[src/hw/rtl/dtp_pkg.sv]
// Shared types, character codes and unit scale tables for the duration text parser.
// Depends on nothing; imported by every module of the block.
package dtp_pkg;

    // Class of one text byte as seen by the front end.
    typedef enum logic [2:0] {
        CLS_DIGIT,
        CLS_UNIT_D,
        CLS_UNIT_H,
        CLS_UNIT_M,
        CLS_UNIT_S,
        CLS_PLUS,
        CLS_MINUS,
        CLS_OTHER
    } byte_class_t;

    // Time units, in the order of their scale.
    typedef enum logic [2:0] {
        U_MS,
        U_SEC,
        U_MIN,
        U_HOUR,
        U_DAY
    } unit_t;

    localparam int NUM_UNITS = 5;

    // One classified word passed from the front end to the back end.
    typedef struct packed {
        byte_class_t cls;
        logic [3:0]  digit;
        logic        first;
        logic        last;
    } op_t;

    localparam logic [7:0] CH_ZERO  = 8'h30;
    localparam logic [7:0] CH_NINE  = 8'h39;
    localparam logic [7:0] CH_PLUS  = 8'h2B;
    localparam logic [7:0] CH_MINUS = 8'h2D;
    localparam logic [7:0] CH_D     = 8'h64;
    localparam logic [7:0] CH_H     = 8'h68;
    localparam logic [7:0] CH_M     = 8'h6D;
    localparam logic [7:0] CH_S     = 8'h73;

    localparam logic [63:0] MAX_POS = 64'h7FFF_FFFF_FFFF_FFFF;

    // Milliseconds in one of each unit.
    function automatic logic [26:0] unit_scale(unit_t u);
        logic [26:0] s;
        unique case (u)
            U_MS:    s = 27'd1;
            U_SEC:   s = 27'd1000;
            U_MIN:   s = 27'd60000;
            U_HOUR:  s = 27'd3600000;
            U_DAY:   s = 27'd86400000;
            default: s = '0;
        endcase
        return s;
    endfunction

    // A single decimal digit weighted by the scale of a unit.
    function automatic logic [30:0] digit_scaled(unit_t u, logic [3:0] d);
        return 31'(d) * 31'(unit_scale(u));
    endfunction

endpackage

[src/hw/rtl/dtp_front.sv]
// Front end of the duration text parser: classifies each text byte into a word.
// Depends on dtp_pkg.
module dtp_front (
    input  logic           clk,
    input  logic           rst_n,
    input  logic [7:0]     char_byte,
    input  logic           is_final,
    input  logic           char_valid,
    input  logic           queue_full,
    output logic           push,
    output dtp_pkg::op_t   push_op
);
    import dtp_pkg::*;

    logic        first_reg;
    logic        first_next;
    byte_class_t cls;

    assign push = char_valid && !queue_full;

    // The next byte opens a new string once a final byte has been taken.
    always_comb
    begin
        first_next = first_reg;
        if (push)
        begin
            first_next = is_final;
        end
    end

    always_ff @(posedge clk or negedge rst_n)
    begin
        if (!rst_n)
        begin
            first_reg <= 1'b1;
        end
        else
        begin
            first_reg <= first_next;
        end
    end

    always_comb
    begin
        unique case (char_byte) inside
            [CH_ZERO:CH_NINE]: cls = CLS_DIGIT;
            CH_D:              cls = CLS_UNIT_D;
            CH_H:              cls = CLS_UNIT_H;
            CH_M:              cls = CLS_UNIT_M;
            CH_S:              cls = CLS_UNIT_S;
            CH_PLUS:           cls = CLS_PLUS;
            CH_MINUS:          cls = CLS_MINUS;
            default:           cls = CLS_OTHER;
        endcase
    end

    assign push_op.cls   = cls;
    assign push_op.digit = char_byte[3:0];
    assign push_op.first = first_reg;
    assign push_op.last  = is_final;

endmodule

[src/hw/rtl/dtp_queue.sv]
// Two-entry queue of classified words between the front and back ends.
// Depends on dtp_pkg.
module dtp_queue (
    input  logic           clk,
    input  logic           rst_n,
    input  logic           push,
    input  dtp_pkg::op_t   push_op,
    input  logic           pop,
    output logic           full,
    output logic           not_empty,
    output dtp_pkg::op_t   head_op
);
    import dtp_pkg::*;

    op_t        entry_reg [2];
    logic       wr_ptr_reg;
    logic       wr_ptr_next;
    logic       rd_ptr_reg;
    logic       rd_ptr_next;
    logic [1:0] count_reg;
    logic [1:0] count_next;

    assign full      = (count_reg == 2'd2);
    assign not_empty = (count_reg != 2'd0);
    assign head_op   = entry_reg[rd_ptr_reg];

    always_comb
    begin
        wr_ptr_next = wr_ptr_reg;
        rd_ptr_next = rd_ptr_reg;
        count_next  = count_reg;
        if (push)
        begin
            wr_ptr_next = !wr_ptr_reg;
        end
        if (pop)
        begin
            rd_ptr_next = !rd_ptr_reg;
        end
        if (push && !pop)
        begin
            count_next = count_reg + 2'd1;
        end
        else if (pop && !push)
        begin
            count_next = count_reg - 2'd1;
        end
    end

    always_ff @(posedge clk or negedge rst_n)
    begin
        if (!rst_n)
        begin
            wr_ptr_reg <= 1'b0;
            rd_ptr_reg <= 1'b0;
            count_reg  <= 2'd0;
        end
        else
        begin
            wr_ptr_reg <= wr_ptr_next;
            rd_ptr_reg <= rd_ptr_next;
            count_reg  <= count_next;
        end
    end

    always_ff @(posedge clk)
    begin
        if (push)
        begin
            entry_reg[wr_ptr_reg] <= push_op;
        end
    end

endmodule

[src/hw/rtl/dtp_back.sv]
// Back end of the duration text parser: number and total accumulation, overflow
// checks and the result register. Depends on dtp_pkg.
module dtp_back (
    input  logic                clk,
    input  logic                rst_n,
    input  logic                head_valid,
    input  dtp_pkg::op_t        head_op,
    output logic                pop,
    input  logic                result_stall,
    output logic                result_valid,
    output logic                ok,
    output logic signed [63:0]  duration_ms
);
    import dtp_pkg::*;

    // Parse state
    logic                 done_reg,       done_next;
    logic                 neg_reg,        neg_next;
    logic                 ds_reg,         ds_next;
    logic                 mp_reg,         mp_next;
    logic                 seen_reg,       seen_next;
    logic                 err_reg,        err_next;
    logic [63:0]          total_reg,      total_next;
    // The pending number times each unit scale, with a flag once it passes MAX_POS.
    logic [63:0]          prod_reg  [NUM_UNITS];
    logic [63:0]          prod_next [NUM_UNITS];
    logic [NUM_UNITS-1:0] big_reg,        big_next;

    // Result register
    logic                 res_valid_reg,  res_valid_next;
    logic                 res_ok_reg,     res_ok_next;
    logic                 res_neg_reg,    res_neg_next;
    logic [63:0]          res_mag_reg,    res_mag_next;

    logic                 out_free;
    logic                 lone;
    logic                 body;
    logic                 do_unit;
    logic                 do_digit;
    logic                 clear_base;
    logic                 do_fail;
    logic                 go_done;
    logic                 set_mp;
    unit_t                unit_sel;
    logic [64:0]          unit_sum;
    logic                 unit_bad;
    logic                 unit_fail;
    logic                 digit_fail;
    logic                 tail_fail;
    logic                 final_ok;
    logic [63:0]          base      [NUM_UNITS];
    logic [67:0]          prod_cand [NUM_UNITS];
    logic [NUM_UNITS-1:0] big_cand;

    assign out_free = !res_valid_reg || !result_stall;
    assign pop      = head_valid && (!head_op.last || out_free);

    // Decode what this word does to the parse state.
    always_comb
    begin
        do_unit    = 1'b0;
        unit_sel   = U_MS;
        do_digit   = 1'b0;
        clear_base = 1'b0;
        do_fail    = 1'b0;
        go_done    = 1'b0;
        set_mp     = 1'b0;
        lone = head_op.first && (head_op.cls == CLS_DIGIT) && (head_op.digit == 4'd0);
        body = pop && (head_op.first ? !(head_op.cls == CLS_PLUS || head_op.cls == CLS_MINUS)
                                     : !done_reg);
        if (body)
        begin
            if (mp_reg)
            begin
                // A held 'm' is settled by this byte: "ms" or minutes.
                do_unit = 1'b1;
                if (head_op.cls == CLS_UNIT_S)
                begin
                    unit_sel = U_MS;
                end
                else
                begin
                    unit_sel = U_MIN;
                    if (head_op.cls == CLS_DIGIT)
                    begin
                        do_digit   = 1'b1;
                        clear_base = 1'b1;
                    end
                    else
                    begin
                        go_done = 1'b1;
                    end
                end
            end
            else if (ds_reg)
            begin
                unique case (head_op.cls)
                    CLS_DIGIT:
                    begin
                        do_digit = 1'b1;
                    end
                    CLS_UNIT_D:
                    begin
                        do_unit  = 1'b1;
                        unit_sel = U_DAY;
                    end
                    CLS_UNIT_H:
                    begin
                        do_unit  = 1'b1;
                        unit_sel = U_HOUR;
                    end
                    CLS_UNIT_S:
                    begin
                        do_unit  = 1'b1;
                        unit_sel = U_SEC;
                    end
                    CLS_UNIT_M:
                    begin
                        set_mp = 1'b1;
                    end
                    default:
                    begin
                        do_fail = 1'b1;
                    end
                endcase
            end
            else if (head_op.cls == CLS_DIGIT)
            begin
                do_digit = 1'b1;
            end
            else
            begin
                go_done = 1'b1;
            end
        end
        // An 'm' on the final byte means minutes.
        if (set_mp && head_op.last)
        begin
            do_unit  = 1'b1;
            unit_sel = U_MIN;
        end
    end

    // Unit add: total plus the pending number at the chosen scale.
    assign unit_sum = {1'b0, total_reg} + {1'b0, prod_reg[unit_sel]};
    assign unit_bad = big_reg[unit_sel] || (unit_sum[64:63] != 2'b00);

    // Digit add for every unit scale at once: p * 10 + d * scale.
    always_comb
    begin
        for (int u = 0; u < NUM_UNITS; u++)
        begin
            base[u]      = clear_base ? 64'd0 : prod_reg[u];
            prod_cand[u] = 68'({base[u], 3'b000}) + 68'({base[u], 1'b0})
                         + 68'(digit_scaled(unit_t'(3'(u)), head_op.digit));
            big_cand[u]  = (!clear_base && big_reg[u]) || (prod_cand[u][67:63] != 5'd0);
        end
    end

    assign unit_fail  = do_unit && unit_bad;
    assign digit_fail = do_digit && !unit_fail && big_cand[U_MS];

    always_comb
    begin
        done_next  = done_reg;
        neg_next   = neg_reg;
        ds_next    = ds_reg;
        mp_next    = mp_reg;
        seen_next  = seen_reg;
        err_next   = err_reg;
        total_next = total_reg;
        big_next   = big_reg;
        for (int u = 0; u < NUM_UNITS; u++)
        begin
            prod_next[u] = prod_reg[u];
        end

        if (pop && head_op.first && head_op.cls == CLS_MINUS)
        begin
            neg_next = 1'b1;
        end
        if (body && mp_reg)
        begin
            mp_next = 1'b0;
        end
        if (do_unit && !unit_fail)
        begin
            total_next = unit_sum[63:0];
            seen_next  = 1'b1;
            ds_next    = 1'b0;
            big_next   = '0;
            for (int u = 0; u < NUM_UNITS; u++)
            begin
                prod_next[u] = 64'd0;
            end
        end
        if (do_digit && !unit_fail && !digit_fail)
        begin
            ds_next  = 1'b1;
            big_next = big_cand;
            for (int u = 0; u < NUM_UNITS; u++)
            begin
                prod_next[u] = prod_cand[u][63:0];
            end
        end
        if (go_done)
        begin
            done_next = 1'b1;
        end
        if (set_mp && !head_op.last)
        begin
            mp_next = 1'b1;
        end
        if (do_fail || unit_fail || digit_fail)
        begin
            err_next  = 1'b1;
            done_next = 1'b1;
            ds_next   = 1'b0;
            mp_next   = 1'b0;
        end

        // A number left without a unit at the end of the string is an error, except a lone zero.
        tail_fail = pop && head_op.last && !err_next && ds_next && !lone;
        final_ok  = lone || (!err_next && !tail_fail && seen_next);

        res_valid_next = res_valid_reg && result_stall;
        res_ok_next    = res_ok_reg;
        res_neg_next   = res_neg_reg;
        res_mag_next   = res_mag_reg;

        if (pop && head_op.last)
        begin
            res_valid_next = 1'b1;
            res_ok_next    = final_ok;
            res_neg_next   = neg_next && !lone;
            res_mag_next   = (final_ok && !lone) ? total_next : 64'd0;
            // Start the next string from a clean state.
            done_next  = 1'b0;
            neg_next   = 1'b0;
            ds_next    = 1'b0;
            mp_next    = 1'b0;
            seen_next  = 1'b0;
            err_next   = 1'b0;
            total_next = 64'd0;
            big_next   = '0;
            for (int u = 0; u < NUM_UNITS; u++)
            begin
                prod_next[u] = 64'd0;
            end
        end
    end

    always_ff @(posedge clk or negedge rst_n)
    begin
        if (!rst_n)
        begin
            done_reg      <= 1'b0;
            neg_reg       <= 1'b0;
            ds_reg        <= 1'b0;
            mp_reg        <= 1'b0;
            seen_reg      <= 1'b0;
            err_reg       <= 1'b0;
            total_reg     <= 64'd0;
            big_reg       <= '0;
            res_valid_reg <= 1'b0;
            for (int u = 0; u < NUM_UNITS; u++)
            begin
                prod_reg[u] <= 64'd0;
            end
        end
        else
        begin
            done_reg      <= done_next;
            neg_reg       <= neg_next;
            ds_reg        <= ds_next;
            mp_reg        <= mp_next;
            seen_reg      <= seen_next;
            err_reg       <= err_next;
            total_reg     <= total_next;
            big_reg       <= big_next;
            res_valid_reg <= res_valid_next;
            for (int u = 0; u < NUM_UNITS; u++)
            begin
                prod_reg[u] <= prod_next[u];
            end
        end
    end

    always_ff @(posedge clk)
    begin
        res_ok_reg  <= res_ok_next;
        res_neg_reg <= res_neg_next;
        res_mag_reg <= res_mag_next;
    end

    assign result_valid = res_valid_reg;
    assign ok           = res_ok_reg;
    assign duration_ms  = res_neg_reg ? $signed(64'd0 - res_mag_reg) : $signed(res_mag_reg);

endmodule

[src/hw/rtl/duration_text_to_ms_parser.sv]
// Duration text parser: one text byte per word in, one result word per string out.
// Throughput: one byte per cycle, sustained, with no gap between strings, while the result side does not stall.
// Result path: with the result side free, the final byte of a string is classified
// combinationally and written into the word queue, and the back end then loads the
// result register from the queue head.
// Reset: rst_n is asynchronous and active low; it empties the queue and returns the
// parser to the start of a string with no result pending.
module duration_text_to_ms_parser (
    input  logic                clk,
    input  logic                rst_n,
    input  logic [7:0]          char_byte,
    input  logic                is_final,
    input  logic                char_valid,
    output logic                char_stall,
    output logic                ok,
    output logic signed [63:0]  duration_ms,
    output logic                result_valid,
    input  logic                result_stall
);
    import dtp_pkg::*;

    // The front end turns each byte into a small classified word: digit, one of
    // the unit letters, a sign or anything else, together with whether it opens
    // or closes a string. It stalls only when the queue holds two words.
    logic queue_full;
    logic push;
    op_t  push_op;

    // The queue lets a stalled result register hold the back end without
    // stalling the text stream at once, and keeps the input stall registered.
    logic queue_not_empty;
    logic pop;
    op_t  head_op;

    dtp_front u_front (
        .clk        (clk),
        .rst_n      (rst_n),
        .char_byte  (char_byte),
        .is_final   (is_final),
        .char_valid (char_valid),
        .queue_full (queue_full),
        .push       (push),
        .push_op    (push_op)
    );

    assign char_stall = queue_full;

    dtp_queue u_queue (
        .clk       (clk),
        .rst_n     (rst_n),
        .push      (push),
        .push_op   (push_op),
        .pop       (pop),
        .full      (queue_full),
        .not_empty (queue_not_empty),
        .head_op   (head_op)
    );

    // The back end keeps the running total and, for the number being read, its
    // value already scaled by every unit. A digit updates all five scaled copies
    // by a shift-and-add times ten, and a unit letter adds one of them to the
    // total, so no wide multiplier is needed. Overflow past the largest positive
    // 64-bit value is flagged per copy. A word that closes a string waits only
    // when the result register is still full and stalled.
    dtp_back u_back (
        .clk          (clk),
        .rst_n        (rst_n),
        .head_valid   (queue_not_empty),
        .head_op      (head_op),
        .pop          (pop),
        .result_stall (result_stall),
        .result_valid (result_valid),
        .ok           (ok),
        .duration_ms  (duration_ms)
    );

endmodule

[config.mk]
export PLATFORM = sky130hd
export DESIGN_NAME = duration_text_to_ms_parser
export DESIGN_NICKNAME = d
export VERILOG_FILES = /design/src/hw/rtl/dtp_pkg.sv /design/src/hw/rtl/dtp_front.sv /design/src/hw/rtl/dtp_queue.sv /design/src/hw/rtl/dtp_back.sv /design/src/hw/rtl/duration_text_to_ms_parser.sv
export SDC_FILE = /design/constraint.sdc
export NUM_CORES = 2
export LEC_CHECK = 0
export ABC_AREA = 1
export CAP_MARGIN = 20
export CORE_UTILIZATION = 53
export CTS_CLUSTER_SIZE = 12
export DETAILED_ROUTE_END_ITERATION = 8
export DONT_BUFFER_PORTS = 1
export PLACE_DENSITY = 0.68
export SLEW_MARGIN = 20
export SYNTH_ARGS = -nofsm -noshare
export SYNTH_HDL_FRONTEND = slang
export SYNTH_SLANG_ARGS = --single-unit
[constraint.sdc]
create_clock -name clk -period 7.8 [get_ports clk]
set_input_delay 1.56 -clock clk [delete_from_list [all_inputs] [get_ports clk]]
set_output_delay 1.56 -clock clk [all_outputs]
set_load 0.01 [all_outputs]
==> flow_summary.json <==
{
  "finalCritPeriodShare": 0.951,
  "drc": 0,
  "crit_path_top_delay_cell": "fa_1",
  "finalHoldViolCount": 0,
  "fill_cells": 9520,
  "status": "complete, but fails checks",
  "tns_ns": 0,
  "dp.cells": 8918,
  "max_clock_freq_mhz": 135,
  "ys_ff_latch": 450,
  "dr.pass1.iters": 6,
  "grt_max_degree": 367,
  "setup_viol": 0,
  "r2r_start": "u_queue.rd_ptr_reg",
  "die_width_um": 314,
  "hold_path.class": "reg -> reg",
  "yosys_warnings": 0,
  "critPathMaxStageDelay_ns": 0.52,
  "dr_total_vias": 51400,
  "place.gp.congestion": 1.06,
  "cts_tree": "built",
  "skew_ns": 0.0288,
  "postSynthAreaPerCell_um2": 6.80,
  "layout.cells.non_filler": 9018,
  "ir_worst_vdd_v": 0.00118,
  "clkLatencyLatePin_ns": 0.64,
  "grt_pass1_vias": 49600,
  "synth_edf_count": 84,
  "clock_sink_count": 450,
  "yosysSeqAreaShare": 0.227,
  "io_pins": 80,
  "core_um2": 95600,
  "drive_gt1_frac": 0.0537,
  "synthArstFlopShare": 0.813,
  "maxSlewViolCount": 261,
  "worstPathRequired_ns": 8.30,
  "relSlewSlack": -0.629,
  "drt-initial-drc-count": 4746,
  "synth_ff_type": "dfrtp_1",
  "syn_to_final_growth_pct": 9.29,
  "routed_wl_um": 183000,
  "r2r-end": "u_back.big_reg[3]",
  "grt_first_pass_wirelength_um": 282000,
  "design.die.area_um2": 98400,
  "cts_buffer_depth": 3,
  "end_kind": "flop",
  "crit_type": "reg -> reg",
  "die_y_um": 314,
  "layout_common_cells": "nand2_1, inv_1, nor2_1, a21oi_1, ha_1",
  "via_per_inst": 5.70,
  "failed_checks": "slew limit",
  "portBuffers": 0,
  "initial_core_util": 0.539,
  "cts_root_buffer": "clkbuf_16",
  "track_usage": 0.368,
  "pwr_density_cell_nw_per_um2": 345,
  "startpoint": "u_queue.rd_ptr_reg",
  "layout_commonest_cell": "nand2_1",
  "p_leak_nw": 29.5,
  "synth_cells": 7576,
  "fin_nets": 8436,
  "cp.arrival_ns": 7.92,
  "syn_area_um2": 51500,
  "synth_cell_types": 60,
  "start_kind": "flop",
  "cts-htree-levels": 2,
  "r2r_slack_ns": 0.39,
  "tightest_slew_ns": 2.44,
  "dp_hpwl_um": 152000,
  "n_antenna_cell": 0,
  "multi_input_area_um2": 34700,
  "crit_path_end": "u_back.big_reg[3]",
  "postRouteAntennaNets": 0,
  "period_minus_slack_ns": 7.41,
  "path_clk_slew_ns": 0.06,
  "cp_max_fo": 12,
  "numCtsBuffers": 54,
  "worstRegToRegCells": 39,
  "largest_reg_flops": 285,
  "regArea_um2": 11700,
  "cap_violations": 0,
  "overflow": 0,
  "antenna_found_initial": 2,
  "row_count": 113,
  "syn-num-nets": 8302,
  "post_drt_wl_per_cell_um": 20.3
}
## cells by family after synthesis
group / Yosys count / share of synthesized area
buffers and inverters: 1344 / 0.100
xor gates and xnor gates: 438 / 0.0745
adders and majority gates: 713 / 0.183
DFF: 450 / 0.227
and+or+nand+nor: 2860 / 0.221
AOI/OAI and AO/OA: 1768 / 0.194
muxes: 3 / 0.000583
## cells in the mapped netlist, drive strengths merged, types with 3 or more instances
master / number / area share
xor2: 238 / 0.040
ha: 643 / 0.16
nor2: 855 / 0.063
o211a: 3 / 0.00058
o31ai: 9 / 0.0013
nand2: 1675 / 0.12
buf: 77 / 0.0081
o211ai: 14 / 0.0020
inv: 1161 / 0.085
and3: 7 / 0.00085
clkbuf: 104 / 0.0076
nand4: 52 / 0.0063
fa: 70 / 0.027
o2111ai: 3 / 0.00051
a21oi: 668 / 0.065
a31o: 4 / 0.00068
a221oi: 61 / 0.010
a31oi: 110 / 0.013
nand3b: 9 / 0.0013
a21o: 40 / 0.0058
mux2i: 3 / 0.00058
dfrtp: 365 / 0.18
o22ai: 70 / 0.011
o21bai: 43 / 0.0063
edfxtp: 84 / 0.049
nand3: 148 / 0.015
nor3: 66 / 0.0065
o221ai: 5 / 0.00085
nor4: 31 / 0.0038
o21ai: 655 / 0.064
o21a: 36 / 0.0052
or2: 13 / 0.0016
a211oi: 9 / 0.0013
a21boi: 28 / 0.0041
xnor2: 200 / 0.034
## worst max-delay path: cells and delay by family (launching register included)
family / cells / cell delay [ns]
flops: 1 / 0.36
buf+inv: 11 / 1.44
fa+ha+maj: 5 / 1.99
simple gates: 10 / 1.31
compound gates: 11 / 1.88
xor+xnor: 2 / 0.30
## per-stage QoR
step                hold WS, ns  instance area, um2  worst slack [ns]   util  total power [W]
detailed placement        0.472               54500             0.254  0.570           0.0167
CTS                       0.486               56200             0.175  0.588           0.0193
global placement          0.465               54500             0.379  0.570           0.0165
global route              0.518               56300         -0.000610  0.589           0.0211
floorplan                 0.452               51500             0.941      -           0.0119
finish                    0.487               56300             0.386  0.589           0.0194
## per-layer routing
metal | GRT usage | part of all wire
met2 | 0.600 | 0.45
met3 | 0.0457 | 0.067
met1 | 0.489 | 0.43
met4 | 0.160 | 0.050
met5 | 0 | 0.000071
## worst min path at each step
stage / start / endpoint / slack, ns / cells after the start
after detailed placement: u_back.seen_reg / u_back.seen_reg / 0.47 / 2
after global placement: u_front.first_reg / u_front.first_reg / 0.46 / 2
after CTS: u_back.seen_reg / u_back.seen_reg / 0.49 / 2
after global routing: u_front.first_reg / u_front.first_reg / 0.52 / 2
after floorplan: u_front.first_reg / u_front.first_reg / 0.45 / 2
final: u_front.first_reg / u_front.first_reg / 0.49 / 2
## cell type report
class / instances / area share
Timing Repair Buffer: 259 / 0.0388
Tap cell: 1265 / 0.0281
Multi-Input combinational cell: 5782 / 0.617
Clock inverter: 28 / 0.00496
Clock buffer: 71 / 0.0257
Inverter: 1163 / 0.0778
Sequential cell: 450 / 0.208
## where the power goes
group	internal, W	switching [W]
Sequential	0.00269	0.000227
Clock	0.00144	0.00110
Combinational	0.00534	0.00862
## timing repair
action | 4_1_cts | 5_1_grt
gates resized for setup | 0 | 20
endpoints found under the hold margin | 0 | 0
hold buffers | 0 | 0
endpoints found under the setup margin | 0 | 19
buffers inserted | 0 | 1
No activity file was read; power rests on OpenSTA's default activity.
